===== src/rtl/dct_block_run_length_vli_packer_macros.svh =====
// Assertion macros used by the packer RTL.
`ifndef DCT_BLOCK_RUN_LENGTH_VLI_PACKER_MACROS_SVH
`define DCT_BLOCK_RUN_LENGTH_VLI_PACKER_MACROS_SVH

// Same-cycle implication, disabled during reset.
`define DRLV_ASSERT_NOW(label, clk, rst, ante, cons, msg) \
  label: assert property (@(posedge clk) disable iff (rst) (ante) |-> (cons)) \
    else $error(msg);

// Next-cycle implication, disabled during reset.
`define DRLV_ASSERT_NEXT(label, clk, rst, ante, cons, msg) \
  label: assert property (@(posedge clk) disable iff (rst) (ante) |=> (cons)) \
    else $error(msg);

`endif


===== src/rtl/drlv_pkg.sv =====
`timescale 1ns / 1ps

package drlv_pkg;

  localparam int COEFF_WIDTH_DEF = 12;
  localparam int TOTAL_WIDTH_DEF = 24;

  localparam int BLOCK_SIZE = 64;
  localparam int POS_W      = 6;
  localparam int RUN_W      = 4;
  localparam int SIZE_W     = 4;
  localparam int LEN_W      = 5;
  localparam int WORD_W     = 32;
  localparam int ACC_W      = 64;
  localparam int PEND_W     = 6;
  localparam int VALID_W    = 3;
  localparam int STREAM_W   = 24;

  localparam logic OP_COEFF = 1'b0;
  localparam logic OP_FLUSH = 1'b1;

  typedef logic [POS_W-1:0] pos_t;

  localparam pos_t LAST_POS = pos_t'(BLOCK_SIZE - 1);
  localparam logic [RUN_W-1:0] RUN_MAX = {RUN_W{1'b1}};
  localparam logic [VALID_W-1:0] FULL_BYTES = VALID_W'(WORD_W / 8);

  // Zigzag position -> raster index.
  localparam pos_t SCAN_ORDER [BLOCK_SIZE] = '{
    6'd0,  6'd1,  6'd8,  6'd16, 6'd9,  6'd2,  6'd3,  6'd10,
    6'd17, 6'd24, 6'd32, 6'd25, 6'd18, 6'd11, 6'd4,  6'd5,
    6'd12, 6'd19, 6'd26, 6'd33, 6'd40, 6'd48, 6'd41, 6'd34,
    6'd27, 6'd20, 6'd13, 6'd6,  6'd7,  6'd14, 6'd21, 6'd28,
    6'd35, 6'd42, 6'd49, 6'd56, 6'd57, 6'd50, 6'd43, 6'd36,
    6'd29, 6'd22, 6'd15, 6'd23, 6'd30, 6'd37, 6'd44, 6'd51,
    6'd58, 6'd59, 6'd52, 6'd45, 6'd38, 6'd31, 6'd39, 6'd46,
    6'd53, 6'd60, 6'd61, 6'd54, 6'd47, 6'd55, 6'd62, 6'd63
  };

  // Raster index -> zigzag position.
  localparam pos_t ZIGZAG_POS [BLOCK_SIZE] = '{
    6'd0,  6'd1,  6'd5,  6'd6,  6'd14, 6'd15, 6'd27, 6'd28,
    6'd2,  6'd4,  6'd7,  6'd13, 6'd16, 6'd26, 6'd29, 6'd42,
    6'd3,  6'd8,  6'd12, 6'd17, 6'd25, 6'd30, 6'd41, 6'd43,
    6'd9,  6'd11, 6'd18, 6'd24, 6'd31, 6'd40, 6'd44, 6'd53,
    6'd10, 6'd19, 6'd23, 6'd32, 6'd39, 6'd45, 6'd52, 6'd54,
    6'd20, 6'd22, 6'd33, 6'd38, 6'd46, 6'd51, 6'd55, 6'd60,
    6'd21, 6'd34, 6'd37, 6'd47, 6'd50, 6'd56, 6'd59, 6'd61,
    6'd35, 6'd36, 6'd48, 6'd49, 6'd57, 6'd58, 6'd62, 6'd63
  };

  typedef struct packed {
    logic load;
    pos_t load_addr;
    logic rd_en;
    pos_t rd_addr;
    logic step;
    logic dc;
    logic emit_end;
    logic flush;
  } cmd_t;

  typedef struct packed {
    pos_t last_pos;
    logic slot_free;
  } status_t;

endpackage


===== src/rtl/drlv_coef_if.sv =====
`timescale 1ns / 1ps

interface drlv_coef_if #(
  parameter int COEFF_WIDTH = drlv_pkg::COEFF_WIDTH_DEF
);
  logic                          valid;
  logic                          ready;
  logic                          op;
  logic signed [COEFF_WIDTH-1:0] coefficient;

  modport source (output valid, op, coefficient, input ready);
  modport sink (input valid, op, coefficient, output ready);
endinterface


===== src/rtl/drlv_word_if.sv =====
`timescale 1ns / 1ps

interface drlv_word_if;
  logic                            valid;
  logic                            ready;
  logic [drlv_pkg::WORD_W-1:0]     word;
  logic [drlv_pkg::VALID_W-1:0]    valid_bytes;
  logic [drlv_pkg::STREAM_W-1:0]   stream_bytes;
  logic                            last;

  modport source (output valid, word, valid_bytes, stream_bytes, last, input ready);
  modport sink (input valid, word, valid_bytes, stream_bytes, last, output ready);
endinterface


===== src/rtl/drlv_ram.sv =====
`timescale 1ns / 1ps

module drlv_ram #(
  parameter int WIDTH = 16,
  parameter int DEPTH = drlv_pkg::BLOCK_SIZE
) (
  input  logic                     clk,
  input  logic                     wr_en,
  input  logic [$clog2(DEPTH)-1:0] wr_addr,
  input  logic [WIDTH-1:0]         wr_data,
  input  logic                     rd_en,
  input  logic [$clog2(DEPTH)-1:0] rd_addr,
  output logic [WIDTH-1:0]         rd_data
);

  logic [WIDTH-1:0] mem [DEPTH];

  always_ff @(posedge clk) begin
    if (wr_en) begin
      mem[wr_addr] <= wr_data;
    end
    if (rd_en) begin
      rd_data <= mem[rd_addr];
    end
  end

endmodule


===== src/rtl/drlv_ctrl.sv =====
`timescale 1ns / 1ps

module drlv_ctrl (
  input  logic              clk,
  input  logic              rst,
  input  logic              in_valid,
  input  logic              in_op,
  output logic              in_ready,
  input  drlv_pkg::status_t status,
  output drlv_pkg::cmd_t    cmd
);

  localparam logic [1:0] S_LOAD  = 2'd0;
  localparam logic [1:0] S_CODE  = 2'd1;
  localparam logic [1:0] S_TAIL  = 2'd2;
  localparam logic [1:0] S_FLUSH = 2'd3;

  logic [1:0]     state;
  drlv_pkg::pos_t load_pos;
  drlv_pkg::pos_t cur_pos;
  logic           data_valid;

  logic           accept;
  logic           step;
  drlv_pkg::pos_t rd_pos;

  assign in_ready = (state == S_LOAD);
  assign accept   = in_valid && in_ready;
  assign step     = (state == S_CODE) && data_valid && status.slot_free;
  assign rd_pos   = data_valid ? drlv_pkg::pos_t'(cur_pos + 1'b1) : '0;

  always_comb begin
    cmd           = '0;
    cmd.load      = accept && (in_op == drlv_pkg::OP_COEFF);
    cmd.load_addr = load_pos;
    cmd.step      = step;
    cmd.dc        = (cur_pos == '0);
    cmd.rd_en     = (state == S_CODE) &&
                    (!data_valid || (step && (cur_pos != status.last_pos)));
    cmd.rd_addr   = drlv_pkg::SCAN_ORDER[rd_pos];
    cmd.emit_end  = (state == S_TAIL) && (status.last_pos != drlv_pkg::LAST_POS) &&
                    status.slot_free;
    cmd.flush     = (state == S_FLUSH) && status.slot_free;
  end

  always_ff @(posedge clk) begin
    if (rst) begin
      state      <= S_LOAD;
      load_pos   <= '0;
      cur_pos    <= '0;
      data_valid <= 1'b0;
    end else begin
      case (state)
        S_LOAD: begin
          if (accept) begin
            if (in_op == drlv_pkg::OP_FLUSH) begin
              state <= S_FLUSH;
            end else begin
              load_pos <= load_pos + 1'b1;
              if (load_pos == drlv_pkg::LAST_POS) begin
                state      <= S_CODE;
                data_valid <= 1'b0;
              end
            end
          end
        end
        S_CODE: begin
          if (!data_valid) begin
            data_valid <= 1'b1;
            cur_pos    <= '0;
          end else if (step) begin
            if (cur_pos == status.last_pos) begin
              state      <= S_TAIL;
              data_valid <= 1'b0;
            end else begin
              cur_pos <= cur_pos + 1'b1;
            end
          end
        end
        S_TAIL: begin
          if ((status.last_pos == drlv_pkg::LAST_POS) || status.slot_free) begin
            state <= S_LOAD;
          end
        end
        S_FLUSH: begin
          if (status.slot_free) begin
            state    <= S_LOAD;
            load_pos <= '0;
          end
        end
        default: begin
          state <= S_LOAD;
        end
      endcase
    end
  end

endmodule


===== src/rtl/drlv_datapath.sv =====
`timescale 1ns / 1ps

module drlv_datapath #(
  parameter int COEFF_WIDTH = drlv_pkg::COEFF_WIDTH_DEF,
  parameter int TOTAL_WIDTH = drlv_pkg::TOTAL_WIDTH_DEF
) (
  input  logic                              clk,
  input  logic                              rst,
  input  logic signed [COEFF_WIDTH-1:0]     coefficient,
  input  drlv_pkg::cmd_t                    cmd,
  output drlv_pkg::status_t                 status,
  input  logic                              out_ready,
  output logic                              out_valid,
  output logic [drlv_pkg::WORD_W-1:0]       word,
  output logic [drlv_pkg::VALID_W-1:0]      valid_bytes,
  output logic [drlv_pkg::STREAM_W-1:0]     stream_bytes,
  output logic                              last
);

  localparam int VLI_W   = COEFF_WIDTH - 1;
  localparam int ENTRY_W = drlv_pkg::SIZE_W + VLI_W;
  localparam int HEAD_W  = drlv_pkg::RUN_W + drlv_pkg::SIZE_W;
  localparam int SYM_W   = HEAD_W + VLI_W;
  localparam int ACC_W   = drlv_pkg::ACC_W;
  localparam int PEND_W  = drlv_pkg::PEND_W;
  localparam int LEN_W   = drlv_pkg::LEN_W;
  localparam int WORD_W  = drlv_pkg::WORD_W;

  localparam logic [COEFF_WIDTH-1:0] MOST_NEG = {1'b1, {VLI_W{1'b0}}};

  // Load side: saturate, take the magnitude and precode size and VLI bits.
  logic                          neg;
  logic [COEFF_WIDTH-1:0]        negated;
  logic [VLI_W-1:0]              mag;
  logic [drlv_pkg::SIZE_W-1:0]   size_in;
  logic [VLI_W-1:0]              size_mask;
  logic [VLI_W-1:0]              vli_in;
  drlv_pkg::pos_t                zz_pos;

  assign neg     = coefficient[COEFF_WIDTH-1];
  assign negated = -coefficient;
  assign zz_pos  = drlv_pkg::ZIGZAG_POS[cmd.load_addr];

  always_comb begin
    if (coefficient == MOST_NEG) begin
      mag = {VLI_W{1'b1}};
    end else if (neg) begin
      mag = negated[VLI_W-1:0];
    end else begin
      mag = coefficient[VLI_W-1:0];
    end
    size_in = '0;
    for (int i = 0; i < VLI_W; i++) begin
      if (mag[i]) begin
        size_in = drlv_pkg::SIZE_W'(i + 1);
      end
    end
    size_mask = ~({VLI_W{1'b1}} << size_in);
    vli_in    = neg ? (~mag & size_mask) : mag;
  end

  logic [ENTRY_W-1:0]            rd_data;
  logic [drlv_pkg::SIZE_W-1:0]   rd_size;
  logic [VLI_W-1:0]              rd_vli;

  drlv_ram #(
    .WIDTH (ENTRY_W),
    .DEPTH (drlv_pkg::BLOCK_SIZE)
  ) u_store (
    .clk     (clk),
    .wr_en   (cmd.load),
    .wr_addr (cmd.load_addr),
    .wr_data ({size_in, vli_in}),
    .rd_en   (cmd.rd_en),
    .rd_addr (cmd.rd_addr),
    .rd_data (rd_data)
  );

  assign rd_size = rd_data[ENTRY_W-1 -: drlv_pkg::SIZE_W];
  assign rd_vli  = rd_data[VLI_W-1:0];

  // Coding side.
  logic [ACC_W-1:0]               acc;
  logic [PEND_W-1:0]              pending;
  logic [TOTAL_WIDTH-1:0]         total;
  logic [drlv_pkg::RUN_W-1:0]     run;
  drlv_pkg::pos_t                 last_pos;

  logic [HEAD_W-1:0]              head;
  logic [drlv_pkg::SIZE_W-1:0]    sym_size;
  logic [VLI_W-1:0]               sym_vli;
  logic [LEN_W-1:0]               sym_len;
  logic [drlv_pkg::RUN_W-1:0]     run_next;
  logic [SYM_W-1:0]               sym_val;
  logic [ACC_W-1:0]               sym_top;
  logic [ACC_W-1:0]               acc_sum;
  logic [PEND_W-1:0]              pend_sum;
  logic                           word_full;
  logic [PEND_W-1:0]              pend_round;
  logic [drlv_pkg::VALID_W-1:0]   flush_bytes;
  logic [TOTAL_WIDTH-1:0]         total_word;
  logic [TOTAL_WIDTH-1:0]         total_flush;

  always_comb begin
    head     = '0;
    sym_size = '0;
    sym_vli  = '0;
    sym_len  = '0;
    run_next = run;
    if (cmd.emit_end) begin
      sym_len = LEN_W'(HEAD_W);
    end else if (cmd.step) begin
      if (cmd.dc) begin
        head     = HEAD_W'(rd_size);
        sym_size = rd_size;
        sym_vli  = rd_vli;
        sym_len  = LEN_W'(drlv_pkg::SIZE_W) + LEN_W'(rd_size);
        run_next = '0;
      end else if (rd_size == '0) begin
        if (run == drlv_pkg::RUN_MAX) begin
          head     = {drlv_pkg::RUN_MAX, {drlv_pkg::SIZE_W{1'b0}}};
          sym_len  = LEN_W'(HEAD_W);
          run_next = '0;
        end else begin
          run_next = run + 1'b1;
        end
      end else begin
        head     = {run, rd_size};
        sym_size = rd_size;
        sym_vli  = rd_vli;
        sym_len  = LEN_W'(HEAD_W) + LEN_W'(rd_size);
        run_next = '0;
      end
    end
  end

  // Left-align the symbol, then drop it just below the bits already pending.
  assign sym_val   = (SYM_W'(head) << sym_size) | SYM_W'(sym_vli);
  assign sym_top   = {sym_val, {(ACC_W-SYM_W){1'b0}}} << (LEN_W'(SYM_W) - sym_len);
  assign acc_sum   = acc | (sym_top >> pending);
  assign pend_sum  = pending + PEND_W'(sym_len);
  assign word_full = (pend_sum >= PEND_W'(WORD_W));

  assign pend_round  = pending + PEND_W'(7);
  assign flush_bytes = pend_round[PEND_W-1 -: drlv_pkg::VALID_W];
  assign total_word  = total + TOTAL_WIDTH'(drlv_pkg::FULL_BYTES);
  assign total_flush = total + TOTAL_WIDTH'(flush_bytes);

  assign status.last_pos  = last_pos;
  assign status.slot_free = !out_valid || out_ready;

  always_ff @(posedge clk) begin
    if (rst) begin
      acc       <= '0;
      pending   <= '0;
      total     <= '0;
      run       <= '0;
      last_pos  <= '0;
      out_valid <= 1'b0;
    end else begin
      if (out_ready) begin
        out_valid <= 1'b0;
      end
      if (cmd.load) begin
        if (cmd.load_addr == '0) begin
          last_pos <= '0;
        end else if ((size_in != '0) && (zz_pos > last_pos)) begin
          last_pos <= zz_pos;
        end
      end
      if (cmd.flush) begin
        out_valid <= 1'b1;
        acc       <= '0;
        pending   <= '0;
        total     <= '0;
        run       <= '0;
      end else if (cmd.step || cmd.emit_end) begin
        run <= run_next;
        if (word_full) begin
          out_valid <= 1'b1;
          acc       <= acc_sum << WORD_W;
          pending   <= pend_sum - PEND_W'(WORD_W);
          total     <= total_word;
        end else begin
          acc     <= acc_sum;
          pending <= pend_sum;
        end
      end
    end
  end

  always_ff @(posedge clk) begin
    if (cmd.flush) begin
      word         <= acc[ACC_W-1 -: WORD_W];
      valid_bytes  <= flush_bytes;
      stream_bytes <= drlv_pkg::STREAM_W'(total_flush);
      last         <= 1'b1;
    end else if ((cmd.step || cmd.emit_end) && word_full) begin
      word         <= acc_sum[ACC_W-1 -: WORD_W];
      valid_bytes  <= drlv_pkg::FULL_BYTES;
      stream_bytes <= drlv_pkg::STREAM_W'(total_word);
      last         <= 1'b0;
    end
  end

endmodule


===== src/rtl/dct_block_run_length_vli_packer.sv =====
`timescale 1ns / 1ps
// Load: one coefficient beat per cycle; the 64th beat of a block starts coding.
// Coding: one zigzag position per cycle while the output slot is free, from the
// block store's registered read port after a priming read, up to the last nonzero
// position; END follows unless that is position 63. Flush: the flush state loads
// the final word once the output slot is free. Reset (rst, synchronous) clears
// control, counters and the bit accumulator; the block store is not cleared.
`include "dct_block_run_length_vli_packer_macros.svh"

module dct_block_run_length_vli_packer #(
  parameter int COEFF_WIDTH = drlv_pkg::COEFF_WIDTH_DEF,
  parameter int TOTAL_WIDTH = drlv_pkg::TOTAL_WIDTH_DEF
) (
  input logic          clk,
  input logic          rst,
  drlv_coef_if.sink    coeffs,
  drlv_word_if.source  stream
);

  // The controller sequences three phases: loading a block in raster order,
  // scanning it in zigzag order, and the flush that closes the stream. It only
  // advances a coding step when the output register can take a word, so the
  // datapath never has to hold a finished word anywhere else.
  drlv_pkg::cmd_t    cmd;
  drlv_pkg::status_t status;

  drlv_ctrl u_ctrl (
    .clk      (clk),
    .rst      (rst),
    .in_valid (coeffs.valid),
    .in_op    (coeffs.op),
    .in_ready (coeffs.ready),
    .status   (status),
    .cmd      (cmd)
  );

  // The datapath precodes each coefficient into size and VLI bits as it is
  // written, tracks the last nonzero zigzag position of the block, and packs
  // at most one symbol per coding step into a left-aligned 64-bit accumulator.
  // A word leaves through the output register whenever 32 bits are pending.
  drlv_datapath #(
    .COEFF_WIDTH (COEFF_WIDTH),
    .TOTAL_WIDTH (TOTAL_WIDTH)
  ) u_datapath (
    .clk          (clk),
    .rst          (rst),
    .coefficient  (coeffs.coefficient),
    .cmd          (cmd),
    .status       (status),
    .out_ready    (stream.ready),
    .out_valid    (stream.valid),
    .word         (stream.word),
    .valid_bytes  (stream.valid_bytes),
    .stream_bytes (stream.stream_bytes),
    .last         (stream.last)
  );

  // A step that may produce a word must only run when the output slot is free.
  `DRLV_ASSERT_NOW(a_step_slot, clk, rst, (cmd.step || cmd.emit_end || cmd.flush), status.slot_free, "coding step issued while output slot is busy")

  // Loading, coding and flushing never overlap.
  `DRLV_ASSERT_NOW(a_one_cmd, clk, rst, 1'b1, $onehot0({cmd.load, cmd.step, cmd.emit_end, cmd.flush}), "more than one datapath command in a cycle")

  // A flush always presents its final beat on the next cycle.
  `DRLV_ASSERT_NEXT(a_flush_out, clk, rst, cmd.flush, (stream.valid && stream.last), "flush did not produce a final beat")

endmodule


===== src/flat_wrapper.sv =====
// flat-port wrapper written by rule: the top's interface ports become plain ports
module dct_block_run_length_vli_packer_flat 
#(
  parameter int COEFF_WIDTH = drlv_pkg::COEFF_WIDTH_DEF,
  parameter int TOTAL_WIDTH = drlv_pkg::TOTAL_WIDTH_DEF
)
  (clk, rst, coeffs_valid, coeffs_op, coeffs_coefficient, coeffs_ready, stream_valid, stream_word, stream_valid_bytes, stream_stream_bytes, stream_last, stream_ready);
  drlv_coef_if #(.COEFF_WIDTH(COEFF_WIDTH)) coeffs_i ();
  drlv_word_if stream_i ();
  input logic clk;
  input logic rst;
  input wire logic [$bits(coeffs_i.valid)-1:0] coeffs_valid;
  input wire logic [$bits(coeffs_i.op)-1:0] coeffs_op;
  input wire logic [$bits(coeffs_i.coefficient)-1:0] coeffs_coefficient;
  output wire logic [$bits(coeffs_i.ready)-1:0] coeffs_ready;
  output wire logic [$bits(stream_i.valid)-1:0] stream_valid;
  output wire logic [$bits(stream_i.word)-1:0] stream_word;
  output wire logic [$bits(stream_i.valid_bytes)-1:0] stream_valid_bytes;
  output wire logic [$bits(stream_i.stream_bytes)-1:0] stream_stream_bytes;
  output wire logic [$bits(stream_i.last)-1:0] stream_last;
  input wire logic [$bits(stream_i.ready)-1:0] stream_ready;
  assign coeffs_i.valid = coeffs_valid;
  assign coeffs_i.op = coeffs_op;
  assign coeffs_i.coefficient = coeffs_coefficient;
  assign coeffs_ready = coeffs_i.ready;
  assign stream_valid = stream_i.valid;
  assign stream_word = stream_i.word;
  assign stream_valid_bytes = stream_i.valid_bytes;
  assign stream_stream_bytes = stream_i.stream_bytes;
  assign stream_last = stream_i.last;
  assign stream_i.ready = stream_ready;
  dct_block_run_length_vli_packer #(.COEFF_WIDTH(COEFF_WIDTH), .TOTAL_WIDTH(TOTAL_WIDTH)) u_core (.clk(clk), .rst(rst), .coeffs(coeffs_i), .stream(stream_i));
endmodule

===== config.mk =====
export PLATFORM = sky130hd
export DESIGN_NAME = dct_block_run_length_vli_packer_flat
export DESIGN_NICKNAME = d
export VERILOG_FILES = /design/src/rtl/drlv_pkg.sv /design/src/rtl/drlv_coef_if.sv /design/src/rtl/drlv_word_if.sv /design/src/rtl/drlv_ram.sv /design/src/rtl/drlv_ctrl.sv /design/src/rtl/drlv_datapath.sv /design/src/rtl/dct_block_run_length_vli_packer.sv /design/src/flat_wrapper.sv
export VERILOG_INCLUDE_DIRS = /design/src /design/src/rtl
export SDC_FILE = /design/constraint.sdc
export NUM_CORES = 2
export LEC_CHECK = 0
export BUFFER_PORTS_ARGS = -buffer_cell sky130_fd_sc_hd__buf_2
export CORE_MARGIN = 5
export CORE_UTILIZATION = 63
export CTS_CLUSTER_DIAMETER = 150
export DETAILED_ROUTE_END_ITERATION = 16
export GPL_TIMING_DRIVEN = 0
export HOLD_SLACK_MARGIN = 0.08
export PLACE_DENSITY = 0.83
export REMOVE_ABC_BUFFERS = 1
export SYNTH_ARGS = -nofsm -noshare
export SYNTH_HDL_FRONTEND = slang
export SYNTH_SLANG_ARGS = --single-unit

===== constraint.sdc =====
create_clock -name clk -period 7.8 [get_ports clk]
set_input_delay 0.39 -clock clk [delete_from_list [all_inputs] [get_ports clk]]
set_output_delay 0.39 -clock clk [all_outputs]
set_load 0.03 [all_outputs]

# Word level (Yosys, flattened, before mapping)
# Memories as Yosys holds them, arrays and structs flattened. A register that Yosys moved wholly into a read port is not among the register bits.
# Index checks and enable logic that the tools add are counted.
# word_totals
wordCells	180
in_bits	17
latchBits	0
ram_bits	960
output_inout_bits	62
mem_count	3
ff_bits	180
rom_bits	768
# classes
add_sub_neg	12
eq_ne	21
div_mod_pow	0
n_reduce_logical	34
multipliers	0
n_bitwise	9
magnitude_cmp	4
shifts	4
mux	79
# mem_list
name	words	width	read_ports	rd_clocked_by_memory_dff	wr	line_no	rtl
u_core.u_datapath.u_store.mem	64	15	1	1	1	drlv_ram.sv:16	logic [WIDTH-1:0] mem [DEPTH];
(no name shown)	64	6	1	0	0	drlv_ctrl.sv:40	cmd.rd_addr = drlv_pkg::SCAN_ORDER[rd_pos];
(no name shown)	64	6	1	0	0	drlv_datapath.sv:42	assign zz_pos = drlv_pkg::ZIGZAG_POS[cmd.load_addr];
# ops
op	count
$mux W6	14
$mux W11	7
$mux W4	18
$mux W32	2
$mux W64	1
$or A64 B64 Y64	1
$shl A64 B5 Y64	1
$shr A64 B6 Y64	1
$mux W24	2
$mux W8	5
$add A24 B3 Y24	1
$add A24 B3 Y24 const B	1
$not A11 Y11	2
$mux W5	4
$or A19 B11 Y19	1
$shl A8 B4 Y19	1
$mux W2	8
$ge A7 B7 Y1 const B	2
$not A6 Y7	2
$mux W1	13
$add A6 B1 Y6 const B	2
$eq A12 B12 Y1 const B	1
$eq A6 B6 Y1 const B	2
$logic_not A6 Y1	2
other kinds (38)	69

# Depth between registers and ports, before layout
# depth
depth_word	18
ltp_mapped	24
depth_no_buf	20

# By module
# From an unflattened synthesis, not the netlist that was laid out.
# unflattened
hier_cells	3537
area_unflattened_um2	52162.5
# modules_own_cells
module	instances	seq_area_each_um2	cells_per_inst	area_each_um2
drlv_ram	1	29278.1	1638	37339.6
drlv_datapath	1	3793.6	1590	12650.9
drlv_ctrl	1	300.3	309	2172.1

# Worst setup path after synthesis
# OpenSTA, ideal clock, no wires.
# synth_timing
path_type	in2reg
startpoint	input port coeffs_coefficient[0]
endpoint	memory u_core.u_datapath.u_store.mem[0][0] in the netlist's numbering (data pin)
setup_ps	563
path_buffers	1
t_required_ps	7237
arrival_ps	6167
path_slack_ps	1069
path_stages	12
cell_sequence	inv_1 ha_1 or4b_2 or4_1 clkbuf_1 o21ai_0 and2_1 o21ai_0 o21bai_1 nand2b_1 o21ai_0 mux2i_1
# synth_via
word_cells_on_any_way	20
classes_between	add/sub (1); eq/ne (1); shift (1); mux (14); bitwise (3)
# synth_lines
element	line_no	rtl
start: declaration	flat_wrapper.sv:14	input wire logic [$bits(coeffs_i.coefficient)-1:0] coeffs_coefficient;
$neg A11 Y11	drlv_datapath.sv:41	assign negated = -coefficient;
$mux W11	drlv_datapath.sv:47	end else if (neg) begin
$mux W11 *	drlv_datapath.sv:45	if (coefficient == MOST_NEG) begin
$mux W4 (9 in series)	drlv_datapath.sv:54	if (mag[i]) begin
$mux W4 *	drlv_datapath.sv:54	
named net u_core.u_datapath.size_in, one bit	drlv_datapath.sv:35	logic [drlv_pkg::SIZE_W-1:0] size_in;
$shl A11 B4 Y11 *	drlv_datapath.sv:58	size_mask = ~({VLI_W{1'b1}} << size_in);
$not A11 Y11 *	drlv_datapath.sv:58	
$and A11 B11 Y11 *	drlv_datapath.sv:59	vli_in = neg ? (~mag & size_mask) : mag;
$mux W11 *	drlv_datapath.sv:59	
named net u_core.u_datapath.u_store.wr_data[0]	drlv_ram.sv:10	input logic [WIDTH-1:0] wr_data,
end: declaration	drlv_ram.sv:16	
# The timed path passes the listed nets; every way through them passes the cells marked *.

# Final worst setup path
# layout_timing
startpoint	register u_core.u_ctrl.cur_pos[0]
endpoint	register u_core.u_datapath.u_store.rd_data[13], read port of u_core.u_datapath.u_store.mem (data pin)
# layout_via
elab_chain_cells	6
word_cells_on_any_way	10
classes_between	add/sub (1); eq/ne (1); mux (3); bitwise (1); reduce/logical (3); memory (1)
# layout_rtl
element	line_no	rtl
start: declaration	drlv_ctrl.sv:20	drlv_pkg::pos_t cur_pos;
start signal: assignment	drlv_ctrl.sv:76	cur_pos <= cur_pos + 1'b1;
$add A6 B1 Y6	drlv_ctrl.sv:30	assign rd_pos = data_valid ? drlv_pkg::pos_t'(cur_pos + 1'b1) : '0;
$mux W6	drlv_ctrl.sv:30	
$not A6 Y7 (not written as such)	drlv_ctrl.sv:40	
$mem_v2 Z64 W6	-	
$mux W6 (not written as such) (2 in series)	drlv_ctrl.sv:40	
end: declaration	drlv_ram.sv:13	output logic [WIDTH-1:0] rd_data
# Parallel ways exist; a longest one is shown, timed or not. The select of a mux whose other input is x is not followed.
# A chain may end at the register's enable or synchronous reset.

==> summary.txt <==
GLOBAL ROUTE
--------------------------------------------------------------------------------
Global-route wire length before repair ............................       219 mm
Vias in the first global route ....................................        36943
Maximum number of pins on one net before global-route repair ......          101
Final global-route overflow total .................................            0
Global Route Usage Sum ............................................        31.5%
Number of antenna violations at the first check in global routing .            4

TIMING
--------------------------------------------------------------------------------
Final worst path period share .....................................        93.9%
Worst clock skew ..................................................      89.0 ps
Pin slew with the least headroom to its limit .....................      1470 ps
Accumulated negative setup slack ..................................         0 ps
Final hold vios ...................................................            0
Period minus WS final .............................................      7320 ps
Total count of max-transition violations in the final report ......            0
Setup repair after global routing missed its margin ...............        false
Final setup violation count .......................................            0
Max_slew headroom .................................................        1.71%
Max frequency .....................................................      137 MHz

CRITICAL PATH
--------------------------------------------------------------------------------
CP Class ..........................................................   reg -> reg
Nature of the critical path endpoint ..............................    flip-flop
Crit path required time ...........................................      8110 ps
Data arrival time of the critical path ............................      7640 ps
Worst setup SP type ...............................................    flip-flop
Crit-path max FO ..................................................           94

YOSYS
--------------------------------------------------------------------------------
Top post-synthesis cells by area .................................. sky130_fd_sc_hd__edfxtp_1 (59%), sky130_fd_sc_hd__nand2_1 (5.7%), sky130_fd_sc_hd__dfxtp_1 (4.5%)
Number of enable flip-flop cells after synthesis ..................         1032
Summed instance area of the synthesized netlist ...................  0.0526 mm^2
Flip-flop cell with the highest count after synthesis ............. sky130_fd_sc_hd__edfxtp_1
Post-synthesis area per instance ..................................    11.7 um^2
Sequential-to-total area share from yosys stat ....................        63.4%
Count of mapped cells out of synthesis ............................         4503
Count of state elements after synthesis ...........................         1151
Number of unique standard cell types used by synthesis ............          113
Total number of yosys warnings ....................................            0
Fraction of registers with async set or reset after synthesis .....           0%
Area share of the leading cell type in the synthesized netlist ....        58.9%
Cell type contributing the most total cell area after synthesis ... sky130_fd_sc_hd__edfxtp_1

ROUTE
--------------------------------------------------------------------------------
Detailed-route DRC error count ....................................            0
Overall routed net length .........................................       146 mm
Router iterations before antenna repair ...........................            7
Number of antenna-violating nets in the routed design .............            0
Violation count after the first detailed-route iteration ..........         5779
Drt wl/cell .......................................................      26.0 um
Detail-routed via count per cell ..................................         6.95
DR vias ...........................................................        39176

PLACE
--------------------------------------------------------------------------------
Inst Count DP .....................................................         5433
DP Area ...........................................................  0.0549 mm^2
Placer congestion estimate ........................................        0.980
Port-buffer cells .................................................           78
Dpl hpwl ..........................................................      91.7 mm

FLOORPLANNING
--------------------------------------------------------------------------------
Effective utilization at floorplan ................................        63.2%
Floorplan die height ..............................................       299 um
I/O pins ..........................................................           79
Standard-cell rows ................................................          106
Core box area .....................................................  0.0833 mm^2
Floorplan die area ................................................  0.0894 mm^2
Die width .........................................................       299 um

CLOCKING
--------------------------------------------------------------------------------
Clock insertion delay at the later pin of the skew report .........       730 ps
Number of CTS-inserted buffers ....................................          108
CTS clk-pin slew, worst paths .....................................        70 ps
Root Buffer ....................................................... sky130_fd_sc_hd__clkbuf_16
Number of hold-repair buffers added at the cts stage ..............            0
Clock tree from TritonCTS .........................................          yes
Clock H-tree levels ...............................................            3
Clock sink count ..................................................         1151
Worst-case clock buffer depth .....................................            3

PWR
--------------------------------------------------------------------------------
Leakage ...........................................................    0.0195 uW
Largest vdd supply drop ...........................................     0.221 mV
Total power draw ..................................................     15100 uW
PwrDens ...........................................................  258 mW/mm^2

CELLS AND AREA
--------------------------------------------------------------------------------
Area occupied by multi-input gates ................................  0.0181 mm^2
Post-Layout Cell Count ............................................         5638
Final net count ...................................................         4527
Share of cells above drive strength 1 .............................        10.9%
Core utilization of the finished layout ...........................        70.4%
Commonest cells after routing, fill and taps aside ................ sky130_fd_sc_hd__edfxtp_1 (1032), sky130_fd_sc_hd__nand2_1 (797), sky130_fd_sc_hd__nor2_1 (230)
Area taken by flip-flops and latches ..............................  0.0334 mm^2
Commonest non-fill, non-tap cell in the layout .................... sky130_fd_sc_hd__edfxtp_1
Area of all placed cells without fillers ..........................  0.0586 mm^2
# fillers .........................................................         5272
Layout area overhead ..............................................        11.4%

STATUS
--------------------------------------------------------------------------------
Run status ........................................................ complete, no violations

RUN
--------------------------------------------------------------------------------
Max cap viols .....................................................            0

MIN PATH
--------------------------------------------------------------------------------
Path type of the worst min-delay path .............................    in -> reg

==> power by group <==
part           switching [uW]  internal (uW)  leakage [uW]
combinational            1920            852       0.00749
sequential                141           6870        0.0102
clock                    2310           3010       0.00173
==> synth_stat cells, drive strengths merged, types with 22 or more instances <==
cell / count
or3: 25
o21ai: 157
nand3: 171
nor2b: 112
nor2: 297
and3: 73
and2: 44
edfxtp: 1032
o2111ai: 50
a22oi: 22
dfxtp: 119
clkbuf: 246
nand2b: 28
a211oi: 206
a21oi: 132
a221oi: 28
mux2i: 94
ha: 41
a22o: 32
xnor2: 41
nand4: 23
a31oi: 181
inv: 55
xor2: 24
a21o: 23
buf: 64
nand2: 802
nor3: 48
o211ai: 26
==> metrics by stage <==
stage | hold slack, ps | setup WS [ps]
after floorplan | 424 | -1390
after global placement | 434 | -10910
after detailed placement | 436 | 468
after CTS | 130 | 456
after global routing | 162 | 131
final | 136 | 475
==> metal layers <==
layer | track usage (%) | wire [um] | vias to the layer above
li1 | - | - | 16915
met1 | 43.4 | 54000 | 18973
met2 | 49.8 | 68300 | 2823
met3 | 5.87 | 17200 | 461
met4 | 13.5 | 6730 | 4
met5 | 0 | 27 | -
==> worst max-delay path, cell delays in order (launching register included) <==
cell and delay (ps):
sky130_fd_sc_hd__dfxtp_1 630, sky130_fd_sc_hd__and3_1 270, sky130_fd_sc_hd__xnor2_1 80, sky130_fd_sc_hd__nor2b_1 1030, sky130_fd_sc_hd__mux4_2 420, sky130_fd_sc_hd__mux4_4 870, sky130_fd_sc_hd__buf_16 350, sky130_fd_sc_hd__buf_16 320
sky130_fd_sc_hd__buf_16 340, sky130_fd_sc_hd__buf_16 330, sky130_fd_sc_hd__buf_16 350, sky130_fd_sc_hd__nor2b_1 100, sky130_fd_sc_hd__a211oi_1 360, sky130_fd_sc_hd__a31oi_1 150, sky130_fd_sc_hd__o21ai_0 520, sky130_fd_sc_hd__and4_1 460
sky130_fd_sc_hd__nand3_1 250
==> layout make-up <==
class                           count  area share (%)
Sequential cell                  1151            57.0
Tap cell                         1080            2.31
Inverter                           61           0.391
Antenna cell                        2         0.00854
Multi-Input combinational cell   2981            30.9
Timing Repair Buffer              165            3.29
Clock buffer                      133            4.79
Clock inverter                     65            1.35
==> worst paths after layout <==
path	start	to	slack, ps	depth (start not counted)
worst min-delay path	rst	u_core.u_ctrl.state[0]$_SDFFE_PP0P_	140	2
worst max-delay path	u_core.u_ctrl.cur_pos[0]$_SDFFE_PP0P_	u_core.u_datapath.u_store.rd_data[13]$_DFFE_PP_	480	16
worst max register to register	u_core.u_ctrl.cur_pos[0]$_SDFFE_PP0P_	u_core.u_datapath.u_store.rd_data[13]$_DFFE_PP_	480	16
worst min register to register	u_core.u_datapath.acc[4]$_SDFFE_PP0N_	u_core.u_datapath.acc[4]$_SDFFE_PP0N_	450	2
==> logic make-up after synthesis <==
| logic type | Yosys count | share of synthesized area [%] |
|---|---|---|
| buffers and inverters | 371 | 2.82 |
| DFF | 1151 | 63.4 |
| and+or+nand+nor | 1692 | 14.8 |
| xor gates and xnor gates | 65 | 1.08 |
| adders and majority gates | 42 | 1.01 |
| muxes | 112 | 2.41 |
| AOI/OAI and AO/OA | 1070 | 14.5 |
==> sequential cells by signal (all words and copies together) (netlist names) <==
name                               flops
u_core.u_ctrl.cur_pos                  6
u_core.u_ctrl.data_valid               1
u_core.u_ctrl.load_pos                 6
u_core.u_ctrl.state                    2
u_core.u_datapath.acc                 64
u_core.u_datapath.last                 1
u_core.u_datapath.last_pos             6
u_core.u_datapath.out_valid            1
u_core.u_datapath.pending              6
u_core.u_datapath.run                  4
u_core.u_datapath.stream_bytes        22
u_core.u_datapath.total               22
u_core.u_datapath.u_store.mem        960
u_core.u_datapath.u_store.rd_data     15
u_core.u_datapath.valid_bytes          3
u_core.u_datapath.word                32
==> repair_timing <==
item / 4_1_cts / 5_1_grt
setup endpoints to repair: 0 / 1
resized for setup: 0 / 0
setup buffers: 0 / 4
Power figures use the tool's default switching activity.
